[config.mk]
export PLATFORM = sky130hd
export DESIGN_NAME = floored_positive_modulo_core
export DESIGN_NICKNAME = d
export VERILOG_FILES = /design/src/rtl/fpm_pkg.sv /design/src/rtl/fpm_datapath.sv /design/src/rtl/fpm_controller.sv /design/src/rtl/floored_positive_modulo_core.sv
export SDC_FILE = /design/constraint.sdc
export NUM_CORES = 1
export LEC_CHECK = 0
export BUFFER_PORTS_ARGS = -buffer_cell sky130_fd_sc_hd__buf_2
export CAP_MARGIN = 20
export CORE_ASPECT_RATIO = 0.5
export CORE_MARGIN = 2
export CORE_UTILIZATION = 49
export CTS_CLUSTER_DIAMETER = 100
export DETAILED_ROUTE_END_ITERATION = 12
export GPL_ROUTABILITY_DRIVEN = 0
export PLACE_DENSITY = 0.73
export RECOVER_POWER = 100
export SLEW_MARGIN = 20
export SYNTH_ARGS = -nofsm -noshare
export SYNTH_HDL_FRONTEND = slang
export SYNTH_HIERARCHICAL = 1
export SYNTH_SLANG_ARGS = --single-unit
[constraint.sdc]
create_clock -name clk -period 9.2 [get_ports clk]
set_clock_uncertainty 0.15 [all_clocks]
set_input_delay 0.92 -clock clk [delete_from_list [all_inputs] [get_ports clk]]
set_output_delay 0.92 -clock clk [all_outputs]
set_load 0.1 [all_outputs]
[src/rtl/fpm_pkg.sv]
// floored positive modulo: shared widths, payload structs and the
// controller-to-datapath command and status types; no dependencies
`default_nettype none

package fpm_pkg;

  // dividend width; the modulus and the remainder are one bit narrower
  localparam int DATA_WIDTH = 48;
  localparam int MOD_WIDTH  = DATA_WIDTH - 1;
  // step counter covers one step per dividend bit
  localparam int CNT_W      = $clog2(DATA_WIDTH);

  typedef struct packed {
    logic signed [DATA_WIDTH-1:0] value;
    logic        [MOD_WIDTH-1:0]  modulus;
    logic                         modulus_infinite;
  } in_word_t;

  typedef struct packed {
    logic [MOD_WIDTH-1:0] remainder;
    logic                 zero_modulus_error;
  } out_word_t;

  // commands from the controller
  typedef struct packed {
    logic load;  // capture magnitude, modulus and flags
    logic step;  // one restoring shift-subtract step
    logic fix;   // wrap a negative dividend's remainder
    logic emit;  // move the remainder into the output register
  } fpm_cmd_t;

  // status back to the controller
  typedef struct packed {
    logic trivial;  // infinite or zero modulus, no iteration needed
  } fpm_stat_t;

endpackage

`default_nettype wire

[src/rtl/fpm_datapath.sv]
// floored positive modulo datapath: magnitude, shift-subtract remainder,
// sign fix-up and output register; depends on fpm_pkg
`default_nettype none

module fpm_datapath (
  input  wire logic              clk,
  input  wire fpm_pkg::in_word_t in_data,
  input  wire fpm_pkg::fpm_cmd_t cmd,
  output fpm_pkg::fpm_stat_t     stat,
  output fpm_pkg::out_word_t     out_data
);

  localparam int W = fpm_pkg::DATA_WIDTH;
  localparam int M = fpm_pkg::MOD_WIDTH;

  logic [W-1:0] quo_r, quo_nxt;   // dividend bits still to shift in
  logic [W-1:0] rem_r, rem_nxt;   // partial remainder, always below modulus
  logic [M-1:0] mod_r, mod_nxt;
  logic         neg_r, neg_nxt;
  logic         err_r, err_nxt;
  fpm_pkg::out_word_t out_r, out_nxt;

  logic [W-1:0] mag;
  logic [W-1:0] rem_shift;
  logic [W:0]   rem_diff;
  logic [M-1:0] rem_wrap;
  logic         mod_zero;

  // input classification
  assign mod_zero     = (in_data.modulus == '0);
  assign stat.trivial = in_data.modulus_infinite | mod_zero;

  // magnitude of the dividend, exact for the most negative value
  assign mag = in_data.value[W-1] ? (~in_data.value + W'(1)) : in_data.value;

  // one restoring step: shift in the next dividend bit, subtract if it fits
  assign rem_shift = {rem_r[W-2:0], quo_r[W-1]};
  assign rem_diff  = {1'b0, rem_shift} - {2'b00, mod_r};

  // negative dividend with nonzero remainder wraps to modulus minus remainder
  assign rem_wrap = mod_r - rem_r[M-1:0];

  always_comb begin
    quo_nxt = quo_r;
    rem_nxt = rem_r;
    mod_nxt = mod_r;
    neg_nxt = neg_r;
    err_nxt = err_r;
    out_nxt = out_r;
    if (cmd.load) begin
      quo_nxt = mag;
      rem_nxt = '0;
      mod_nxt = in_data.modulus;
      neg_nxt = in_data.value[W-1];
      err_nxt = ~in_data.modulus_infinite & mod_zero;
    end
    if (cmd.step) begin
      quo_nxt = {quo_r[W-2:0], 1'b0};
      rem_nxt = rem_diff[W] ? rem_shift : rem_diff[W-1:0];
    end
    if (cmd.fix && neg_r && (rem_r != '0)) begin
      rem_nxt = {1'b0, rem_wrap};
    end
    if (cmd.emit) begin
      out_nxt.remainder          = rem_r[M-1:0];
      out_nxt.zero_modulus_error = err_r;
    end
  end

  // payload registers, no reset needed
  always_ff @(posedge clk) begin
    quo_r <= quo_nxt;
    rem_r <= rem_nxt;
    mod_r <= mod_nxt;
    neg_r <= neg_nxt;
    err_r <= err_nxt;
    out_r <= out_nxt;
  end

  assign out_data = out_r;

endmodule

`default_nettype wire

[src/rtl/fpm_controller.sv]
// floored positive modulo controller: sequences load, one step per dividend
// bit, fix-up and output hand-off; depends on fpm_pkg
`default_nettype none

module fpm_controller (
  input  wire logic               clk,
  input  wire logic               rst_n,
  input  wire logic               in_valid,
  output logic                    in_ready,
  output logic                    out_valid,
  input  wire logic               out_ready,
  input  wire fpm_pkg::fpm_stat_t stat,
  output fpm_pkg::fpm_cmd_t       cmd
);

  typedef enum logic [1:0] {
    ST_IDLE,
    ST_RUN,
    ST_FIX,
    ST_DONE
  } state_t;

  state_t                    state_r, state_nxt;
  logic [fpm_pkg::CNT_W-1:0] cnt_r, cnt_nxt;
  logic                      out_valid_r, out_valid_nxt;
  logic                      in_fire;
  logic                      emit;

  assign in_ready = (state_r == ST_IDLE);
  assign in_fire  = in_valid & in_ready;
  // hand the result over once the output register is free or being drained
  assign emit     = (state_r == ST_DONE) & (~out_valid_r | out_ready);

  // commands to the datapath
  always_comb begin
    cmd      = '0;
    cmd.load = in_fire;
    cmd.step = (state_r == ST_RUN);
    cmd.fix  = (state_r == ST_FIX);
    cmd.emit = emit;
  end

  // next state
  always_comb begin
    state_nxt     = state_r;
    cnt_nxt       = cnt_r;
    out_valid_nxt = out_valid_r;
    if (out_ready) begin
      out_valid_nxt = 1'b0;
    end
    case (state_r)
      ST_IDLE: begin
        if (in_fire) begin
          cnt_nxt   = fpm_pkg::CNT_W'(fpm_pkg::DATA_WIDTH - 1);
          state_nxt = stat.trivial ? ST_DONE : ST_RUN;
        end
      end
      ST_RUN: begin
        cnt_nxt = cnt_r - fpm_pkg::CNT_W'(1);
        if (cnt_r == '0) begin
          state_nxt = ST_FIX;
        end
      end
      ST_FIX: begin
        state_nxt = ST_DONE;
      end
      ST_DONE: begin
        if (emit) begin
          out_valid_nxt = 1'b1;
          state_nxt     = ST_IDLE;
        end
      end
      default: begin
        state_nxt = ST_IDLE;
      end
    endcase
  end

  // state and registered outputs
  always_ff @(posedge clk) begin
    if (!rst_n) begin
      state_r     <= ST_IDLE;
      cnt_r       <= '0;
      out_valid_r <= 1'b0;
    end else begin
      state_r     <= state_nxt;
      cnt_r       <= cnt_nxt;
      out_valid_r <= out_valid_nxt;
    end
  end

  assign out_valid = out_valid_r;

endmodule

`default_nettype wire

[src/rtl/floored_positive_modulo_core.sv]
// sequence: load, one step per dividend bit in the shared shift-subtract
// unit, sign fix-up, hand-off; an infinite or zero modulus skips the steps
// and the fix-up. a word is accepted only while idle, so the 48 sequential
// subtract steps of one word finish before the next word starts. the output
// register lets the next word in while a result waits. synchronous active-low
// reset clears the controller and the output valid; the datapath is not reset.
// depends on fpm_pkg, fpm_controller, fpm_datapath
`default_nettype none

module floored_positive_modulo_core (
  input  wire logic               clk,
  input  wire logic               rst_n,
  input  wire logic               in_valid,
  output logic                    in_ready,
  input  wire fpm_pkg::in_word_t  in_data,
  output logic                    out_valid,
  input  wire logic               out_ready,
  output fpm_pkg::out_word_t      out_data
);

  fpm_pkg::fpm_cmd_t  cmd;
  fpm_pkg::fpm_stat_t stat;

  // sequencing
  fpm_controller u_ctrl (
    .clk       (clk),
    .rst_n     (rst_n),
    .in_valid  (in_valid),
    .in_ready  (in_ready),
    .out_valid (out_valid),
    .out_ready (out_ready),
    .stat      (stat),
    .cmd       (cmd)
  );

  // arithmetic
  fpm_datapath u_dp (
    .clk      (clk),
    .in_data  (in_data),
    .cmd      (cmd),
    .stat     (stat),
    .out_data (out_data)
  );

  // error words always carry a zero remainder
  a_err_zero: assert property (@(posedge clk) disable iff (!rst_n)
    (out_valid && out_data.zero_modulus_error) |-> (out_data.remainder == '0))
    else $error("error word with nonzero remainder");

  // busy after accepting a word
  a_busy: assert property (@(posedge clk) disable iff (!rst_n)
    (in_valid && in_ready) |=> !in_ready)
    else $error("input ready right after accept");

  // infinite or zero modulus bypasses the iteration
  a_fast: assert property (@(posedge clk) disable iff (!rst_n)
    (in_valid && in_ready && !out_valid &&
     (in_data.modulus_infinite || (in_data.modulus == '0))) |-> ##2 out_valid)
    else $error("trivial modulus result late");

  // steps only while a word is in flight
  a_step_busy: assert property (@(posedge clk) disable iff (!rst_n)
    cmd.step |-> !in_ready)
    else $error("step while idle");

endmodule

`default_nettype wire

==> results.tsv <==
stage	metric	value	unit
timing	Setup-failing EPs final	0	
outcome	failing checks	max-capacitance violations, max-slew violations	
grt	vias in the first global route	11089	
timing	fmax	150.5	MHz
final_layout	area delta synth->final	11.53	%
placed_design	Place WS	4441	ps
worst_setup_path	Worst EP required	9340	ps
clock_tree	CTS resizes	0	
worst_setup_path	Worst Path Arrival	6790	ps
placed_design	area post-placement	0.01553	sq mm
grt	largest net degree at the start of global routing	71	
detailed_routing	Post-Route WL	37970	um
detailed_routing	drc violations	0	
worst_setup_path	Worst Setup End Kind	flip-flop	
detailed_routing	Avg WL per Cell	18.27	um
grt	total grt overflow	0	
synth	synthesized instance count	1554	
floorplanning	Die Y	125.5	um
synth	Post-Syn Nets	1756	
synth	Ys Warns	6	
timing	setup total negative slack	0	ps
clock_tree	CTS tree	yes	
synth	EDFF count, synth	191	
detailed_routing	Via density	5.988	
synth	flops & latches, synth	202	
placed_design	number of port buffers	149	
detailed_routing	routed vias	12443	
flow_run	Max-Cap Viols	10	
floorplanning	Core Area	0.02901	sq mm
clock_tree	clk sinks	202	
timing	final hold viol count	0	
detailed_routing	Antenna Nets Post-Route	0	
synth	sequential fraction of the synthesis area	41.19	%
floorplanning	Initial Utilization	49.84	%
final_layout	fin nets	1874	
synth	Top FF cell, synth	edfxtp_1	
floorplanning	# IOs	150	
timing	Rel. slew slack	-114.1	%
clock_tree	cts hold-fix bufs	0	
grt	All-Layer GR Usage	24.00	%
pwr	VDD IR max	0.2081	mV
clock_tree	clock root cell	clkbuf_16	
clock_tree	CTS Buf Count	21	
floorplanning	die area	0.03098	sq mm
synth	synth unique cells	79	
synth	ys async rst share	0	%
final_layout	post-route cell area	0.01613	sq mm
clock_tree	Clock Pin Slew Worst Setup and Hold Paths	80	ps
synth	area of the mapped netlist	0.01446	sq mm
placed_design	dpl hpwl	27720	um
timing	fin crit share	72.23	%
final_layout	commonest non-fill, non-tap cell in the layout	edfxtp_1	
clock_tree	maximum level of the CTS H-tree	1	
synth	Syn Area/Cell	9.304	sq um
final_layout	layout cell share with drive strength beyond 1	7.054	%
grt	initial antenna violation count	0	
pwr	LEAKAGE	6.421	nW
min_path	Hold WC Path Type	reg -> reg	
clock_tree	setup repair bufs after CTS	0	
timing	RSZ-0062 raised after global routing	false	
final_layout	Fill cells	2656	
floorplanning	Cell Rows	44	
worst_setup_path	kind of critical path	reg -> reg	
pwr	pwr dens	415.6	mW/mm^2
timing	final worst path period need	6645	ps
clock_tree	Max clock buf depth	3	
floorplanning	die width	246.9	um
final_layout	diodes inserted	0	
worst_setup_path	Setup crit start kind	flip-flop	
timing	Final Worst Setup Slack	2555	ps
detailed_routing	router iterations before antenna repair	5	
detailed_routing	drt first-iter violations	1242	
worst_setup_path	Max FO, Critical Path	70	
timing	Worst-Margin Slew	3212	ps
grt	first-pass GRT wire length	59480	um
timing	Max Slew Vio Count	502	
final_layout	highest-count cells in the layout ignoring fill and taps	edfxtp_1 (191), nand2_1 (146), a21oi_1 (131), o21ai_0 (128), inv_1 (126)	
outcome	outcome	complete, but fails checks	
clock_tree	clock latency on the worst-skew pair	530	ps
## power breakdown
group          internal [mW]  switching, mW
clock                  0.561          0.385
sequential              1.53          0.288
combinational           1.41           2.52
total                   3.50           3.20
## cell usage after synthesis, types with 12 or more instances
library cell  count  area (sq um)
nor3_1           23         115.1
nand4_1          26         162.7
or3_1            12         75.07
a21oi_1         131         655.6
o21bai_1         16         120.1
o31ai_1          24         180.2
edfxtp_1        191          5736
o21ai_0         126         630.6
inv_1           127         476.7
nand3_1          31         155.2
nand2b_1         15         93.84
nand2_1         146         548.0
o22ai_1          32         200.2
nor2b_1          14         87.58
clkbuf_1         53         198.9
a21o_1           47         352.8
a31oi_1          13         81.33
xnor2_1          52         455.4
xor2_1           79         691.9
ha_1            100          1251
nor4_1           24         150.1
nor2_1           84         315.3
o21a_1           15         112.6
## worst max-delay path: stages, from the launching register on
cell      delay, ps
edfxtp_1        400
inv_1            80
ha_1            180
inv_1            70
fa_1            430
a211oi_1        260
o21ai_0         270
o311a_1         390
nor4b_1         390
o21a_1          210
nor3_1           90
o21ai_4         460
clkbuf_1       2310
o21ai_0         370
a22o_1          350
## routing by layer
| metal | wire (um) | global-route usage [%] |
|---|---|---|
| met4 | 810 | 5.670 |
| met2 | 16540 | 35.90 |
| met1 | 17670 | 35.58 |
| met5 | 0 | 0 |
| met3 | 2949 | 4.830 |
## metrics by stage
| step | util (%) | hold slack, ps | instances | power (mW) |
|---|---|---|---|---|
| finish | 55.58 | 272.7 | 2078 | 6.701 |
| floorplan | - | 250.3 | 1554 | 4.743 |
| CTS | 56.10 | 273.2 | 2078 | 6.641 |
| global route | 55.58 | 279.0 | 2078 | 7.167 |
| global placement | 53.54 | 253.2 | 2040 | 5.629 |
| detailed placement | 53.54 | 258.0 | 2040 | 5.662 |
## area by class of cell
class	count	area, sq um	area share, %
Inverter	127	476.7	2.956
Clock buffer	22	529.3	3.282
Clock inverter	16	215.2	1.335
Sequential cell	202	5956	36.93
Timing Repair Buffer	158	674.4	4.182
Tap cell	391	489.2	3.034
Multi-Input combinational cell	1162	7785	48.28
## state kept, by name (all words and copies together), names as in the netlist
register and count:
u_dp/quo_r 48, u_dp/neg_r 1, u_dp/rem_r 48, u_dp/err_r 1, u_ctrl/out_valid 1, u_ctrl/cnt_r 6, u_dp/mod_r 47, u_dp/out_data 48
u_ctrl/state_r 2
## cell families after synthesis
kind of cell               count (synthesis)  synth area share [%]
AOI/OAI and AO/OA                        493                 21.44
muxes                                     11                0.7702
adders and majority gates                102                 8.930
xor gates and xnor gates                 131                 7.935
and+or+nand+nor                          425                 14.56
buffers and inverters                    190                 5.175
DFF                                      202                 41.19
## final timing paths
check / start / depth (start not counted) / endpoint / slack [ps]
worst max-delay path: u_dp/quo_r[47] / 14 / u_dp/rem_r[7] / 2560
worst min-delay path: u_dp/err_r / 0 / u_dp/out_data[0] / 270
worst max register to register: u_dp/quo_r[47] / 14 / u_dp/rem_r[7] / 2560
worst min register to register: u_dp/err_r / 0 / u_dp/out_data[0] / 270
Power figures use the tool's default switching activity.
